===== config.mk =====
export PLATFORM = sky130hd
export DESIGN_NAME = m68k_line4_opcode_decoder_flat
export DESIGN_NICKNAME = d
export VERILOG_FILES = /design/src/design/m68kl4_pkg.sv /design/src/design/m68kl4_if.sv /design/src/design/m68kl4_decode.sv /design/src/design/m68k_line4_opcode_decoder.sv /design/src/flat_wrapper.sv
export VERILOG_INCLUDE_DIRS = /design/src /design/src/design
export SDC_FILE = /design/constraint.sdc
export NUM_CORES = 1
export LEC_CHECK = 0
export BUFFER_PORTS_ARGS = -buffer_cell sky130_fd_sc_hd__buf_2
export CAP_MARGIN = 20
export CELL_PAD_IN_SITES_DETAIL_PLACEMENT = 1
export CELL_PAD_IN_SITES_GLOBAL_PLACEMENT = 1
export CORE_MARGIN = 4
export CORE_UTILIZATION = 46
export CTS_CLUSTER_DIAMETER = 40
export CTS_CLUSTER_SIZE = 14
export DETAILED_ROUTE_END_ITERATION = 10
export GPL_TIMING_DRIVEN = 0
export MAX_ROUTING_LAYER = met4
export PLACE_DENSITY = 0.89
export SYNTH_ARGS = -nofsm -noshare
export SYNTH_HDL_FRONTEND = slang
export SYNTH_SLANG_ARGS = --single-unit

===== constraint.sdc =====
create_clock -name clk -period 6.2 [get_ports clk]
set_input_delay 0.31 -clock clk [delete_from_list [all_inputs] [get_ports clk]]
set_output_delay 0.31 -clock clk [all_outputs]
set_load 0.02 [all_outputs]

===== src/design/m68k_line4_opcode_decoder_defines.svh =====
// Assertion macros for the line-4 opcode decoder RTL.
`ifndef M68K_LINE4_OPCODE_DECODER_DEFINES_SVH
`define M68K_LINE4_OPCODE_DECODER_DEFINES_SVH

`ifndef SYNTHESIS

// Clocked check, masked while reset is asserted.
`define M68KL4_ASSERT(name, prop, msg) \
	name: assert property (@(posedge clk) disable iff (!arst_n) prop) else $error(msg);

// Clocked check that also holds during reset.
`define M68KL4_ASSERT_ALWAYS(name, prop, msg) \
	name: assert property (@(posedge clk) prop) else $error(msg);

`else

`define M68KL4_ASSERT(name, prop, msg)
`define M68KL4_ASSERT_ALWAYS(name, prop, msg)

`endif

`endif


===== src/design/m68kl4_pkg.sv =====
// Types and opcode constants for the line-4 opcode decoder.
`timescale 1ns / 1ps

package m68kl4_pkg;

	// Instruction classes as presented on the result channel
	typedef enum logic [4:0] {
		CLS_ILLEGAL       = 5'd0,
		CLS_LEA           = 5'd1,
		CLS_NEGX          = 5'd2,
		CLS_MOVE_FROM_SR  = 5'd3,
		CLS_CLR           = 5'd4,
		CLS_NEG           = 5'd5,
		CLS_MOVE_TO_CCR   = 5'd6,
		CLS_MOVE_TO_SR    = 5'd7,
		CLS_NOT           = 5'd8,
		CLS_SWAP          = 5'd9,
		CLS_PEA           = 5'd10,
		CLS_NBCD          = 5'd11,
		CLS_EXT           = 5'd12,
		CLS_MOVEM_TO_MEM  = 5'd13,
		CLS_TAS           = 5'd14,
		CLS_TST           = 5'd15,
		CLS_MOVEM_TO_REGS = 5'd16,
		CLS_TRAP          = 5'd17,
		CLS_NOP           = 5'd18,
		CLS_RTE           = 5'd19,
		CLS_RTS           = 5'd20,
		CLS_TRAPV         = 5'd21,
		CLS_LINK          = 5'd22,
		CLS_UNLK          = 5'd23,
		CLS_MOVE_TO_USP   = 5'd24,
		CLS_MOVE_FROM_USP = 5'd25,
		CLS_JMP           = 5'd26,
		CLS_JSR           = 5'd27,
		CLS_HOST_CALL     = 5'd28
	} instr_class_t;

	// High-byte groups of line 4
	localparam logic [3:0] LINE_MISC   = 4'h4;
	localparam logic [7:0] HI_NEGX     = 8'h40;
	localparam logic [7:0] HI_CLR      = 8'h42;
	localparam logic [7:0] HI_NEG      = 8'h44;
	localparam logic [7:0] HI_NOT      = 8'h46;
	localparam logic [7:0] HI_MISC     = 8'h48;
	localparam logic [7:0] HI_TST      = 8'h4A;
	localparam logic [7:0] HI_MOVEM_RD = 8'h4C;
	localparam logic [7:0] HI_CTRL     = 8'h4E;

	// Full low bytes of the fixed control words
	localparam logic [7:0] LO_NOP   = 8'h71;
	localparam logic [7:0] LO_RTE   = 8'h73;
	localparam logic [7:0] LO_RTS   = 8'h75;
	localparam logic [7:0] LO_TRAPV = 8'h76;

	// Low-byte prefixes (bits 7..3, or 7..4 for TRAP)
	localparam logic [4:0] LO_SWAP_PFX     = 5'b01000;
	localparam logic [4:0] LO_LINK_PFX     = 5'b01010;
	localparam logic [4:0] LO_UNLK_PFX     = 5'b01011;
	localparam logic [4:0] LO_TO_USP_PFX   = 5'b01100;
	localparam logic [4:0] LO_FROM_USP_PFX = 5'b01101;
	localparam logic [3:0] LO_TRAP_PFX     = 4'h4;
	localparam logic [3:0] TRAP_HOST       = 4'hF;

	// Size, mode and register codes that steer the decode
	localparam logic [1:0] SZ_BYTE   = 2'd0;
	localparam logic [1:0] SZ_WORD   = 2'd1;
	localparam logic [1:0] SZ_LONG   = 2'd2;
	localparam logic [1:0] SZ_SPEC   = 2'd3;
	localparam logic [2:0] MODE_DN   = 3'd0;
	localparam logic [2:0] MODE_AN   = 3'd1;
	localparam logic [2:0] MODE_EXT  = 3'd7;
	localparam logic [2:0] REG_ABS_L = 3'd1;

	// One decoded result
	typedef struct packed {
		instr_class_t instr_class;
		logic [1:0]   size_code;
		logic [2:0]   ea_mode;
		logic [2:0]   ea_reg;
		logic [2:0]   dest_reg;
		logic         long_form;
		logic [3:0]   trap_number;
		logic         privilege_violation;
	} result_t;

endpackage


===== src/design/m68kl4_if.sv =====
// Valid/ready channel interfaces for opcode words and decoded results.
`timescale 1ns / 1ps

interface m68kl4_op_if;
	logic        valid;
	logic        ready;
	logic [15:0] opcode;
	logic        supervisor;

	modport source(output valid, output opcode, output supervisor, input ready);
	modport sink(input valid, input opcode, input supervisor, output ready);
endinterface

interface m68kl4_res_if;
	logic       valid;
	logic       ready;
	logic [4:0] instr_class;
	logic [1:0] size_code;
	logic [2:0] ea_mode;
	logic [2:0] ea_reg;
	logic [2:0] dest_reg;
	logic       long_form;
	logic [3:0] trap_number;
	logic       privilege_violation;

	modport source(output valid, output instr_class, output size_code, output ea_mode,
		output ea_reg, output dest_reg, output long_form, output trap_number,
		output privilege_violation, input ready);
	modport sink(input valid, input instr_class, input size_code, input ea_mode,
		input ea_reg, input dest_reg, input long_form, input trap_number,
		input privilege_violation, output ready);
endinterface


===== src/design/m68kl4_decode.sv =====
// Combinational classifier and field extractor for one line-4 opcode word.
`timescale 1ns / 1ps

module m68kl4_decode
	import m68kl4_pkg::*;
(
	input  logic [15:0] opcode,
	input  logic        supervisor,
	output result_t     result
);

	logic [7:0]   hi;
	logic [7:0]   lo;
	logic [1:0]   sz;
	logic [2:0]   mode;
	logic [2:0]   rn;
	instr_class_t cls;
	logic         use_size;
	logic         use_mode;
	logic         use_reg;
	logic         use_dest;
	logic         use_long;
	logic         use_trap;
	logic         privileged;

	assign hi   = opcode[15:8];
	assign lo   = opcode[7:0];
	assign sz   = lo[7:6];
	assign mode = lo[5:3];
	assign rn   = lo[2:0];

	// Classify: LEA wins over the high-byte dispatch
	always_comb begin
		cls = CLS_ILLEGAL;
		if (hi[7:4] == LINE_MISC) begin
			if (hi[0] && sz == SZ_SPEC) begin
				cls = CLS_LEA;
			end else begin
				case (hi)
					HI_NEGX: cls = (sz != SZ_SPEC) ? CLS_NEGX : CLS_MOVE_FROM_SR;
					HI_CLR:  cls = (sz != SZ_SPEC) ? CLS_CLR : CLS_ILLEGAL;
					HI_NEG:  cls = (sz != SZ_SPEC) ? CLS_NEG : CLS_MOVE_TO_CCR;
					HI_NOT:  cls = (sz == SZ_SPEC) ? CLS_MOVE_TO_SR : CLS_NOT;
					HI_MISC: begin
						if (sz == SZ_WORD) begin
							cls = (lo[7:3] == LO_SWAP_PFX) ? CLS_SWAP : CLS_PEA;
						end else if (sz == SZ_BYTE) begin
							cls = (mode == MODE_AN) ? CLS_ILLEGAL : CLS_NBCD;
						end else if (mode == MODE_DN) begin
							cls = CLS_EXT;
						end else begin
							cls = CLS_MOVEM_TO_MEM;
						end
					end
					HI_TST: begin
						if (sz != SZ_SPEC) begin
							cls = CLS_TST;
						end else if (mode == MODE_AN || (mode == MODE_EXT && rn > REG_ABS_L)) begin
							cls = CLS_ILLEGAL;
						end else begin
							cls = CLS_TAS;
						end
					end
					HI_MOVEM_RD: cls = lo[7] ? CLS_MOVEM_TO_REGS : CLS_ILLEGAL;
					HI_CTRL: begin
						if (lo[7:4] == LO_TRAP_PFX) begin
							cls = (lo[3:0] == TRAP_HOST) ? CLS_HOST_CALL : CLS_TRAP;
						end else if (lo == LO_NOP) begin
							cls = CLS_NOP;
						end else if (lo == LO_RTE) begin
							cls = CLS_RTE;
						end else if (lo == LO_RTS) begin
							cls = CLS_RTS;
						end else if (lo == LO_TRAPV) begin
							cls = CLS_TRAPV;
						end else if (lo[7:3] == LO_LINK_PFX) begin
							cls = CLS_LINK;
						end else if (lo[7:3] == LO_UNLK_PFX) begin
							cls = CLS_UNLK;
						end else if (lo[7:3] == LO_TO_USP_PFX) begin
							cls = CLS_MOVE_TO_USP;
						end else if (lo[7:3] == LO_FROM_USP_PFX) begin
							cls = CLS_MOVE_FROM_USP;
						end else if (sz == SZ_SPEC) begin
							cls = CLS_JMP;
						end else if (sz == SZ_LONG) begin
							cls = CLS_JSR;
						end else begin
							cls = CLS_ILLEGAL;
						end
					end
					default: cls = CLS_ILLEGAL;
				endcase
			end
		end
	end

	// Select which opcode fields each class passes on
	always_comb begin
		use_size = 1'b0;
		use_mode = 1'b0;
		use_reg  = 1'b0;
		use_dest = 1'b0;
		use_long = 1'b0;
		use_trap = 1'b0;
		case (cls)
			CLS_LEA: begin
				use_mode = 1'b1;
				use_reg  = 1'b1;
				use_dest = 1'b1;
			end
			CLS_NEGX, CLS_CLR, CLS_NEG, CLS_NOT, CLS_TST: begin
				use_size = 1'b1;
				use_mode = 1'b1;
				use_reg  = 1'b1;
			end
			CLS_MOVE_FROM_SR, CLS_MOVE_TO_CCR, CLS_MOVE_TO_SR, CLS_PEA, CLS_NBCD,
			CLS_TAS, CLS_JMP, CLS_JSR: begin
				use_mode = 1'b1;
				use_reg  = 1'b1;
			end
			CLS_SWAP, CLS_LINK, CLS_UNLK, CLS_MOVE_TO_USP, CLS_MOVE_FROM_USP: begin
				use_reg = 1'b1;
			end
			CLS_EXT: begin
				use_reg  = 1'b1;
				use_long = 1'b1;
			end
			CLS_MOVEM_TO_MEM, CLS_MOVEM_TO_REGS: begin
				use_mode = 1'b1;
				use_reg  = 1'b1;
				use_long = 1'b1;
			end
			CLS_TRAP, CLS_HOST_CALL: begin
				use_trap = 1'b1;
			end
			default: begin
				use_size = 1'b0;
			end
		endcase
	end

	// Flag supervisor-only classes outside supervisor mode
	assign privileged = (cls == CLS_MOVE_TO_SR) || (cls == CLS_RTE) ||
		(cls == CLS_MOVE_TO_USP) || (cls == CLS_MOVE_FROM_USP);

	// Gather the result, zeroing unused fields
	always_comb begin
		result.instr_class         = cls;
		result.size_code           = use_size ? sz : 2'd0;
		result.ea_mode             = use_mode ? mode : 3'd0;
		result.ea_reg              = use_reg ? rn : 3'd0;
		result.dest_reg            = use_dest ? opcode[11:9] : 3'd0;
		result.long_form           = use_long ? lo[6] : 1'b0;
		result.trap_number         = use_trap ? lo[3:0] : 4'd0;
		result.privilege_violation = privileged && !supervisor;
	end

endmodule


===== src/design/m68k_line4_opcode_decoder.sv =====
// Top level of the line-4 (0x4xxx) opcode decoder with registered channels.
`timescale 1ns / 1ps
`include "m68k_line4_opcode_decoder_defines.svh"

// Decodes one 68000 opcode word from the miscellaneous group per transfer into an
// instruction class plus its operand fields; words outside line 4 and unsupported
// encodings give the illegal class with all fields zero. Throughput is one word per
// clock unless the result channel stalls: the word is captured in an input register,
// classified by a single combinational decode, and the result is held in an output
// register. Both stages advance together whenever the result register is empty or
// being taken, so a stalled result blocks new words only once both stages are full.

module m68k_line4_opcode_decoder
	import m68kl4_pkg::*;
(
	input  logic               clk,
	input  logic               arst_n,
	m68kl4_op_if.sink          op,
	m68kl4_res_if.source       res
);

	logic        valid_s1;
	logic [15:0] opcode_s1;
	logic        supervisor_s1;
	logic        valid_s2;
	result_t     result_s2;
	result_t     decoded;
	logic        advance_s2;
	logic        advance_s1;

	// Advance the output stage when it is empty or its transfer completes
	assign advance_s2 = !valid_s2 || res.ready;
	assign advance_s1 = !valid_s1 || advance_s2;
	assign op.ready   = advance_s1;

	// Hold the opcode word between input register and result register
	always_ff @(posedge clk or negedge arst_n) begin
		if (!arst_n) begin
			valid_s1 <= 1'b0;
			valid_s2 <= 1'b0;
		end else begin
			if (advance_s1) begin
				valid_s1 <= op.valid;
			end
			if (advance_s2) begin
				valid_s2 <= valid_s1;
			end
		end
	end

	always_ff @(posedge clk) begin
		if (advance_s1 && op.valid) begin
			opcode_s1     <= op.opcode;
			supervisor_s1 <= op.supervisor;
		end
		if (advance_s2 && valid_s1) begin
			result_s2 <= decoded;
		end
	end

	m68kl4_decode u_decode (
		.opcode     (opcode_s1),
		.supervisor (supervisor_s1),
		.result     (decoded)
	);

	// Drive the result channel from the output register
	assign res.valid               = valid_s2;
	assign res.instr_class         = result_s2.instr_class;
	assign res.size_code           = result_s2.size_code;
	assign res.ea_mode             = result_s2.ea_mode;
	assign res.ea_reg              = result_s2.ea_reg;
	assign res.dest_reg            = result_s2.dest_reg;
	assign res.long_form           = result_s2.long_form;
	assign res.trap_number         = result_s2.trap_number;
	assign res.privilege_violation = result_s2.privilege_violation;

	// Checks on the two-stage flow and the decoded result
	`M68KL4_ASSERT(a_accept_fills_s1, (op.valid && op.ready) |=> valid_s1, "accepted word not captured")
	`M68KL4_ASSERT(a_s1_moves_to_s2, (valid_s1 && advance_s2) |=> res.valid, "decoded word dropped")
	`M68KL4_ASSERT(a_illegal_zero, (res.valid && res.instr_class == CLS_ILLEGAL) |-> (res.size_code == 2'd0 && res.ea_mode == 3'd0 && res.ea_reg == 3'd0 && res.dest_reg == 3'd0 && !res.long_form && res.trap_number == 4'd0 && !res.privilege_violation), "illegal class with nonzero field")
	`M68KL4_ASSERT(a_priv_class, (res.valid && res.privilege_violation) |-> (res.instr_class == CLS_MOVE_TO_SR || res.instr_class == CLS_RTE || res.instr_class == CLS_MOVE_TO_USP || res.instr_class == CLS_MOVE_FROM_USP), "privilege flag on unprivileged class")
	`M68KL4_ASSERT_ALWAYS(a_reset_empty, !arst_n |=> (!valid_s1 && !res.valid), "pipeline not empty in reset")

endmodule

===== src/flat_wrapper.sv =====
// flat-port wrapper written by rule: the top's interface ports become plain ports
module m68k_line4_opcode_decoder_flat import m68kl4_pkg::*;
  (clk, arst_n, op_valid, op_opcode, op_supervisor, op_ready, res_valid, res_instr_class, res_size_code, res_ea_mode, res_ea_reg, res_dest_reg, res_long_form, res_trap_number, res_privilege_violation, res_ready);
  m68kl4_op_if op_i ();
  m68kl4_res_if res_i ();
  input  logic clk;
  input  logic arst_n;
  input wire logic [$bits(op_i.valid)-1:0] op_valid;
  input wire logic [$bits(op_i.opcode)-1:0] op_opcode;
  input wire logic [$bits(op_i.supervisor)-1:0] op_supervisor;
  output wire logic [$bits(op_i.ready)-1:0] op_ready;
  output wire logic [$bits(res_i.valid)-1:0] res_valid;
  output wire logic [$bits(res_i.instr_class)-1:0] res_instr_class;
  output wire logic [$bits(res_i.size_code)-1:0] res_size_code;
  output wire logic [$bits(res_i.ea_mode)-1:0] res_ea_mode;
  output wire logic [$bits(res_i.ea_reg)-1:0] res_ea_reg;
  output wire logic [$bits(res_i.dest_reg)-1:0] res_dest_reg;
  output wire logic [$bits(res_i.long_form)-1:0] res_long_form;
  output wire logic [$bits(res_i.trap_number)-1:0] res_trap_number;
  output wire logic [$bits(res_i.privilege_violation)-1:0] res_privilege_violation;
  input wire logic [$bits(res_i.ready)-1:0] res_ready;
  assign op_i.valid = op_valid;
  assign op_i.opcode = op_opcode;
  assign op_i.supervisor = op_supervisor;
  assign op_ready = op_i.ready;
  assign res_valid = res_i.valid;
  assign res_instr_class = res_i.instr_class;
  assign res_size_code = res_i.size_code;
  assign res_ea_mode = res_i.ea_mode;
  assign res_ea_reg = res_i.ea_reg;
  assign res_dest_reg = res_i.dest_reg;
  assign res_long_form = res_i.long_form;
  assign res_trap_number = res_i.trap_number;
  assign res_privilege_violation = res_i.privilege_violation;
  assign res_i.ready = res_ready;
  m68k_line4_opcode_decoder u_core (.clk(clk), .arst_n(arst_n), .op(op_i), .res(res_i));
endmodule

==> results of run 1 <==
cell families after synthesis:
group,count (synthesis)
AOI/OAI and AO/OA,60
xor gates and xnor gates,6
buffers and inverters,24
DFF,41
and+or+nand+nor,74
cell type report:
type / count / area share (%)
flip-flops and latches: 41 / 45.35
multi-input cells: 140 / 35.83
repair buffers: 45 / 8.550
clock buffers: 8 / 3.346
well taps: 67 / 3.113
plain buffers: 14 / 2.416
inverters: 10 / 1.394
worst register-to-register path, cell delays in order (launching register included):
cell and delay [ns]:
edfxtp_1 0.43, clkbuf_1 0.45, nand2_1 0.19, o311ai_0 0.72
and2_1 0.24, buf_6 0.13, a211oi_1 0.09, nor4_2 0.35
o221ai_1 0.19
path summary, 6_finish.rpt:
kind | to | startpoint | slack, ns
max reg2reg | u_core.res.ea_reg[0] | u_core.opcode_s1[6] | 3.14
max in group asynchronous | u_core.res.valid | arst_n | 5.78
max | u_core.res.ea_reg[0] | u_core.opcode_s1[6] | 3.14
min | u_core.opcode_s1[7] | op_opcode[7] | 0.19
min in group asynchronous | u_core.valid_s1 | arst_n | 0.33
min reg2reg | u_core.res.valid | u_core.valid_s1 | 0.52
power breakdown:
part	total, uW	internal, uW	switching [uW]
registers	331	324	6.85
logic	87.4	29.7	57.7
clock network	173	90.6	82.8
total	592	444	147
routing by layer:
layer  global-route usage, %  wire, um  vias up
met3                   3.670       231       10
met1                   23.45      2311      905
met2                   34.38      2764       50
met5                       -         0        -
li1                        -         -      905
met4                   7.343       110        0
metrics by stage:
step	utilization (%)	setup WS, ns	area [um^2]
after detailed placement	54.17	3.227	2592
after global routing	56.26	2.801	2693
after global placement	54.17	3.223	2592
final	56.26	3.142	2693
after floorplan	-	3.674	2288
after CTS	56.26	3.195	2693
cell usage in the layout, fill, tap and decap left out, drive strengths merged, types with 7 or more instances in the layout:
cell type and n:
and2 10, nor2 12, o21ai 7, buf 49, edfxtp 39, nand2 9
a21oi 8, inv 10, clkbuf 17
==> impl_metrics.json, run 1 <==
{
  "drt_first_iter_violations": 85,
  "synth-xor-area-share_pct": 2.296,
  "synth_cells": 205,
  "synth_common_cells": "39 x edfxtp_1, 12 x nor2_1, 9 x and2_1, 9 x clkbuf_1, 9 x nand2_1",
  "drive_gt1_share_pct": 25.97,
  "slowest_delay_ns": 0.72,
  "synth_largest_area_cell": "edfxtp_1",
  "ys_seq_area_share_pct": 53.36,
  "via_per_inst": 5.754,
  "tightestPinTransition_ns": 1.009,
  "critPathCaptureType": "register",
  "wl_um": 5418,
  "initial_core_util_pct": 47.82,
  "leakage_uw": 0.001092,
  "yosys_warnings": 0,
  "placed_cells": 316,
  "cp_slowest_cell": "o311ai_0",
  "crit_chain": "clkbuf_1, nand2_1, o311ai_0, and2_1, buf_6, a211oi_1, nor4_2, o221ai_1",
  "synth_mux_area_share_pct": 0,
  "largest-register": "u_core.opcode_s1",
  "seqCellArea_mm2": 0.001221,
  "die_width_um": 78.53,
  "vias": 1870,
  "cp.depth": 8,
  "arrival_ns": 3.08,
  "synth_flop_cell": "edfxtp_1",
  "critPathLaunchType": "register",
  "wl_per_cell_um": 16.67,
  "overflow": 0,
  "synthTopCellsByArea": "edfxtp_1 51%, and2_1 2.5%, dfrtp_1 2.2%",
  "tritoncts": "built",
  "crit_family": "compound AO/OA/AOI/OAI gates",
  "htree_levels": 2,
  "cts_resized": 0,
  "clockBufferDepth": 2,
  "relSlewSlack_pct": 31.85,
  "post-route-min-period_ns": 3.058,
  "status": "finished clean",
  "holdWs_ns": 0.1910,
  "syn_area_mm2": 0.002288,
  "ir_worst_vdd_uv": 139.1,
  "yosys_register_bits": 41,
  "crit_required_ns": 6.22,
  "fmax_mhz": 327.0,
  "synth_edf_count": 39,
  "skew_ns": 0.006331,
  "rows": 25,
  "synth_compound_area_share_pct": 20.56,
  "die_area_mm2": 0.006167,
  "gp_congestion": 0.9189,
  "numCtsBuffers": 5,
  "powerDensity_mw_per_mm2": 219.7,
  "max-cap-violations": 0,
  "synth-simple-area-share_pct": 19.30,
  "async_flop_share_pct": 4.878,
  "area_growth_syn_to_layout_pct": 17.66,
  "path_clk_slew_ns": 0.07,
  "finalSetupTns_ns": 0,
  "drc": 0,
  "dr.pass1.iters": 4,
  "ys_types": 57,
  "synth_top_family_by_area": "compound AO/OA/AOI/OAI gates",
  "power_uw": 591.6,
  "finalCritPeriodShare_pct": 49.32,
  "largest_reg_flops": 16,
  "antenna_cells": 0,
  "hold_viol": 0,
  "reg2regPathDepth": 8,
  "multiInputGateArea_um2": 964.7,
  "crit_type": "reg -> reg",
  "cts_sinks": 41,
  "hold_buffers": 1,
  "synth_area_per_cell_um2": 11.16,
  "grt_pass1_wl_um": 9418,
  "path_buf_inv": 2,
  "io-pin-count": 45,
  "fin_cells": 325,
  "cts-root-buf": "clkbuf_8",
  "core_mm2": 0.004786,
  "synth_nets": 226,
  "numPortBuffers": 44,
  "grt_pass1_vias": 1950,
  "drtAntennaViolNets": 0,
  "post-dp-hpwl_um": 4138,
  "grt_max_degree": 23,
  "setup_viol": 0,
  "hold_path_class": "in -> reg",
  "fin_nets": 278,
  "fillers": 560,
  "fp.dieH_um": 78.53,
  "antenna_found_initial": 0,
  "post_cts_buffers": 0,
  "grt_use_total_pct": 20.03,
  "path_max_fanout": 10,
  "clock_latency_ns": 0.29,
  "yosysTopAreaCellShare_pct": 51.18,
  "drv_slew": 0,
  "yosysMostFrequentCell": "edfxtp_1",
  "synthAdderAreaFrac_pct": 0,
  "grt_setup_unrepaired": "false",
  "holdPathStages": 1
}
No activity file was read; power rests on OpenSTA's default activity.
==> run 2, diff against run 1 <==
- ABC_AREA: default -> 1
- CORE_UTILIZATION: 46 -> 41
- PLACE_DENSITY: 0.89 -> 0.84
- clock period: 6.2 -> 3.05 ns (I/O delays scaled with it)
==> run 2 against run 1 <==
Against the previous run:
- synthesized area increased by 4.4%
- non-clock buffer count is 8 lower
- wire length increased by 7.3%
- clock skew rose by 0.0026 ns
==> impl_metrics.json, run 2 <==
{
  "status": "finished clean",
  "yosys_register_bits": 41,
  "seq_power_share_pct": 48.4,
  "crit_required_ns": 3.11,
  "clockBufferDepth": 2,
  "post-route-min-period_ns": 2.391,
  "wl_um": 5814,
  "clock_latency_ns": 0.30,
  "drc": 0,
  "fmax_mhz": 418.2,
  "max-cap-violations": 0,
  "drt_first_iter_violations": 109,
  "dr.pass1.iters": 4,
  "antenna_found_initial": 0,
  "fin_ws_ns": 0.6586,
  "r2r_start": "u_core.opcode_s1[7]",
  "tightestPinTransition_ns": 0.6341,
  "cts_sinks": 41,
  "yosysTopAreaCellShare_pct": 49.03,
  "synth_edf_count": 39,
  "critPathCaptureType": "register",
  "skew_ns": 0.008883,
  "drive_gt1_share_pct": 27.89,
  "gp_congestion": 0.8598,
  "die_width_um": 84.33,
  "cts_resized": 0,
  "fin_util_pct": 51.56,
  "fp.dieH_um": 84.33,
  "grt_setup_unrepaired": "false",
  "synthTopCellsByArea": "edfxtp_1 49%, nand2_1 11%, nand3_1 6.9%",
  "hold_viol": 0,
  "cts-root-buf": "clkbuf_8",
  "path_max_fanout": 10,
  "drv_slew": 0,
  "cp-startpoint": "u_core.opcode_s1[7]",
  "leakage_uw": 0.001424,
  "post-dp-hpwl_um": 4612,
  "core_mm2": 0.005574,
  "via_per_inst": 5.049,
  "clock_power_share_pct": 36.4,
  "die_area_mm2": 0.007111,
  "post_cts_buffers": 0,
  "antenna_cells": 0,
  "crit_type": "reg -> reg",
  "switching_share_pct": 25.44,
  "grt_pass1_vias": 2065,
  "syn_area_mm2": 0.002389,
  "ys_seq_area_share_pct": 51.13,
  "synth_nets": 304,
  "path_clk_slew_ns": 0.09,
  "largest_reg_flops": 16,
  "powerDensity_mw_per_mm2": 498.5,
  "final_common_cell": "nand2_1",
  "grt_pass1_wl_um": 9777,
  "drtAntennaViolNets": 0,
  "ys_types": 28,
  "synth_cells": 283,
  "tritoncts": "built",
  "arrival_ns": 2.45,
  "numCtsBuffers": 5,
  "finalCritPeriodShare_pct": 78.41,
  "synth_largest_area_cell": "edfxtp_1",
  "synth_common_cells": "67 x nand2_1, 42 x nor2_1, 39 x edfxtp_1, 39 x inv_1, 33 x nand3_1",
  "synth_area_per_cell_um2": 8.440,
  "initial_core_util_pct": 42.85,
  "hp-start": "op_opcode[3]",
  "rows": 27,
  "r2r_end": "u_core.res.ea_reg[0]",
  "reg2regPathDepth": 15,
  "min_to": "u_core.opcode_s1[3]",
  "yosys_warnings": 0,
  "area_growth_syn_to_layout_pct": 20.32,
  "overflow": 0,
  "finalSetupTns_ns": 0,
  "vias": 2065,
  "reg2reg_slack_ns": 0.66,
  "final_cell_mix": "67 x nand2_1, 46 x buf_2, 42 x nor2_1",
  "combPwrFrac_pct": 15.2,
  "io-pin-count": 45,
  "numPortBuffers": 44,
  "ir_worst_vdd_uv": 271.5,
  "holdWs_ns": 0.02262,
  "synth_flop_cell": "edfxtp_1",
  "async_flop_share_pct": 4.878,
  "critPathLaunchType": "register",
  "place_ws_ns": 0.6966,
  "largest-register": "u_core.opcode_s1",
  "hold_path_class": "in -> reg",
  "internal_power_uw": 1068,
  "grt_max_degree": 19,
  "wl_per_cell_um": 14.22,
  "htree_levels": 2,
  "relSlewSlack_pct": 57.68,
  "fin_cells": 409,
  "hold_buffers": 1,
  "setup_viol": 0,
  "yosysMostFrequentCell": "nand2_1",
  "netSwitchingPower_uw": 364.5,
  "fin_nets": 357,
  "grt_use_total_pct": 17.93,
  "placed_cells": 400,
  "holdPathStages": 1
}
run 2: kinds of logic after synthesis:
group                  count (synthesis)  synth area share [%]
DFF                                   41                 51.13
AOI/OAI and AO/OA                      7                 1.781
buffers and inverters                 51                 9.062
and+or+nand+nor                      184                 38.03
run 2: worst max-delay path by stage:
stage | end | cells after the start
6_report | u_core.res.ea_reg[0] | 15
5_1_grt | u_core.res.ea_reg[2] | 17
4_1_cts | u_core.res.ea_reg[0] | 17
3_5_place_dp | u_core.res.ea_reg[0] | 17
3_3_place_gp | u_core.res.instr_class[1] | 1
2_1_floorplan | u_core.res.dest_reg[0] | 1
run 2: metrics by stage:
step	power [uW]	area, um^2
floorplan	840.4	2389
global placement	904.7	2699
detailed placement	925.9	2730
CTS	1447	2874
global route	1499	2874
finish	1433	2874
run 2: layout make-up:
type,count,area [um^2]
plain buffers,5,43.79
flip-flops and latches,41,1221
well taps,72,90.09
fillers,712,2700
clock buffers,5,68.82
repair buffers,46,257.7
inverters,46,172.7
clock inverters,3,65.06
multi-input cells,191,954.7
run 2: critical path: stages, from the launching register on:
cell and delay [ns]:
edfxtp_1 0.40, buf_6 0.17, nand2_2 0.15, inv_2 0.09, nand3_1 0.12, nand2_1 0.07, nor2_1 0.19, nand4_4 0.22
nand3_1 0.12, nand2_1 0.06, inv_2 0.07, nand3_1 0.08, nor2_2 0.12, nand3_2 0.14, nand2_1 0.09, inv_1 0.04
run 2: per-layer routing:
layer | track usage [%] | share of wire, % | vias up
li1 | - | - | 1025
met1 | 21.16 | 44 | 980
met2 | 30.77 | 50 | 51
met3 | 4.318 | 5.4 | 9
met4 | 4.386 | 1.2 | 0
met5 | - | 0 | -
run 2: power groups by stage:
stage / sequential (uW) / combinational [uW] / clock [uW]
finish: 693 / 218 / 521
global route: 700 / 241 / 558
CTS: 694 / 221 / 531
detailed placement: 707 / 219 / 0
global placement: 705 / 200 / 0
floorplan: 744 / 96.8 / 0
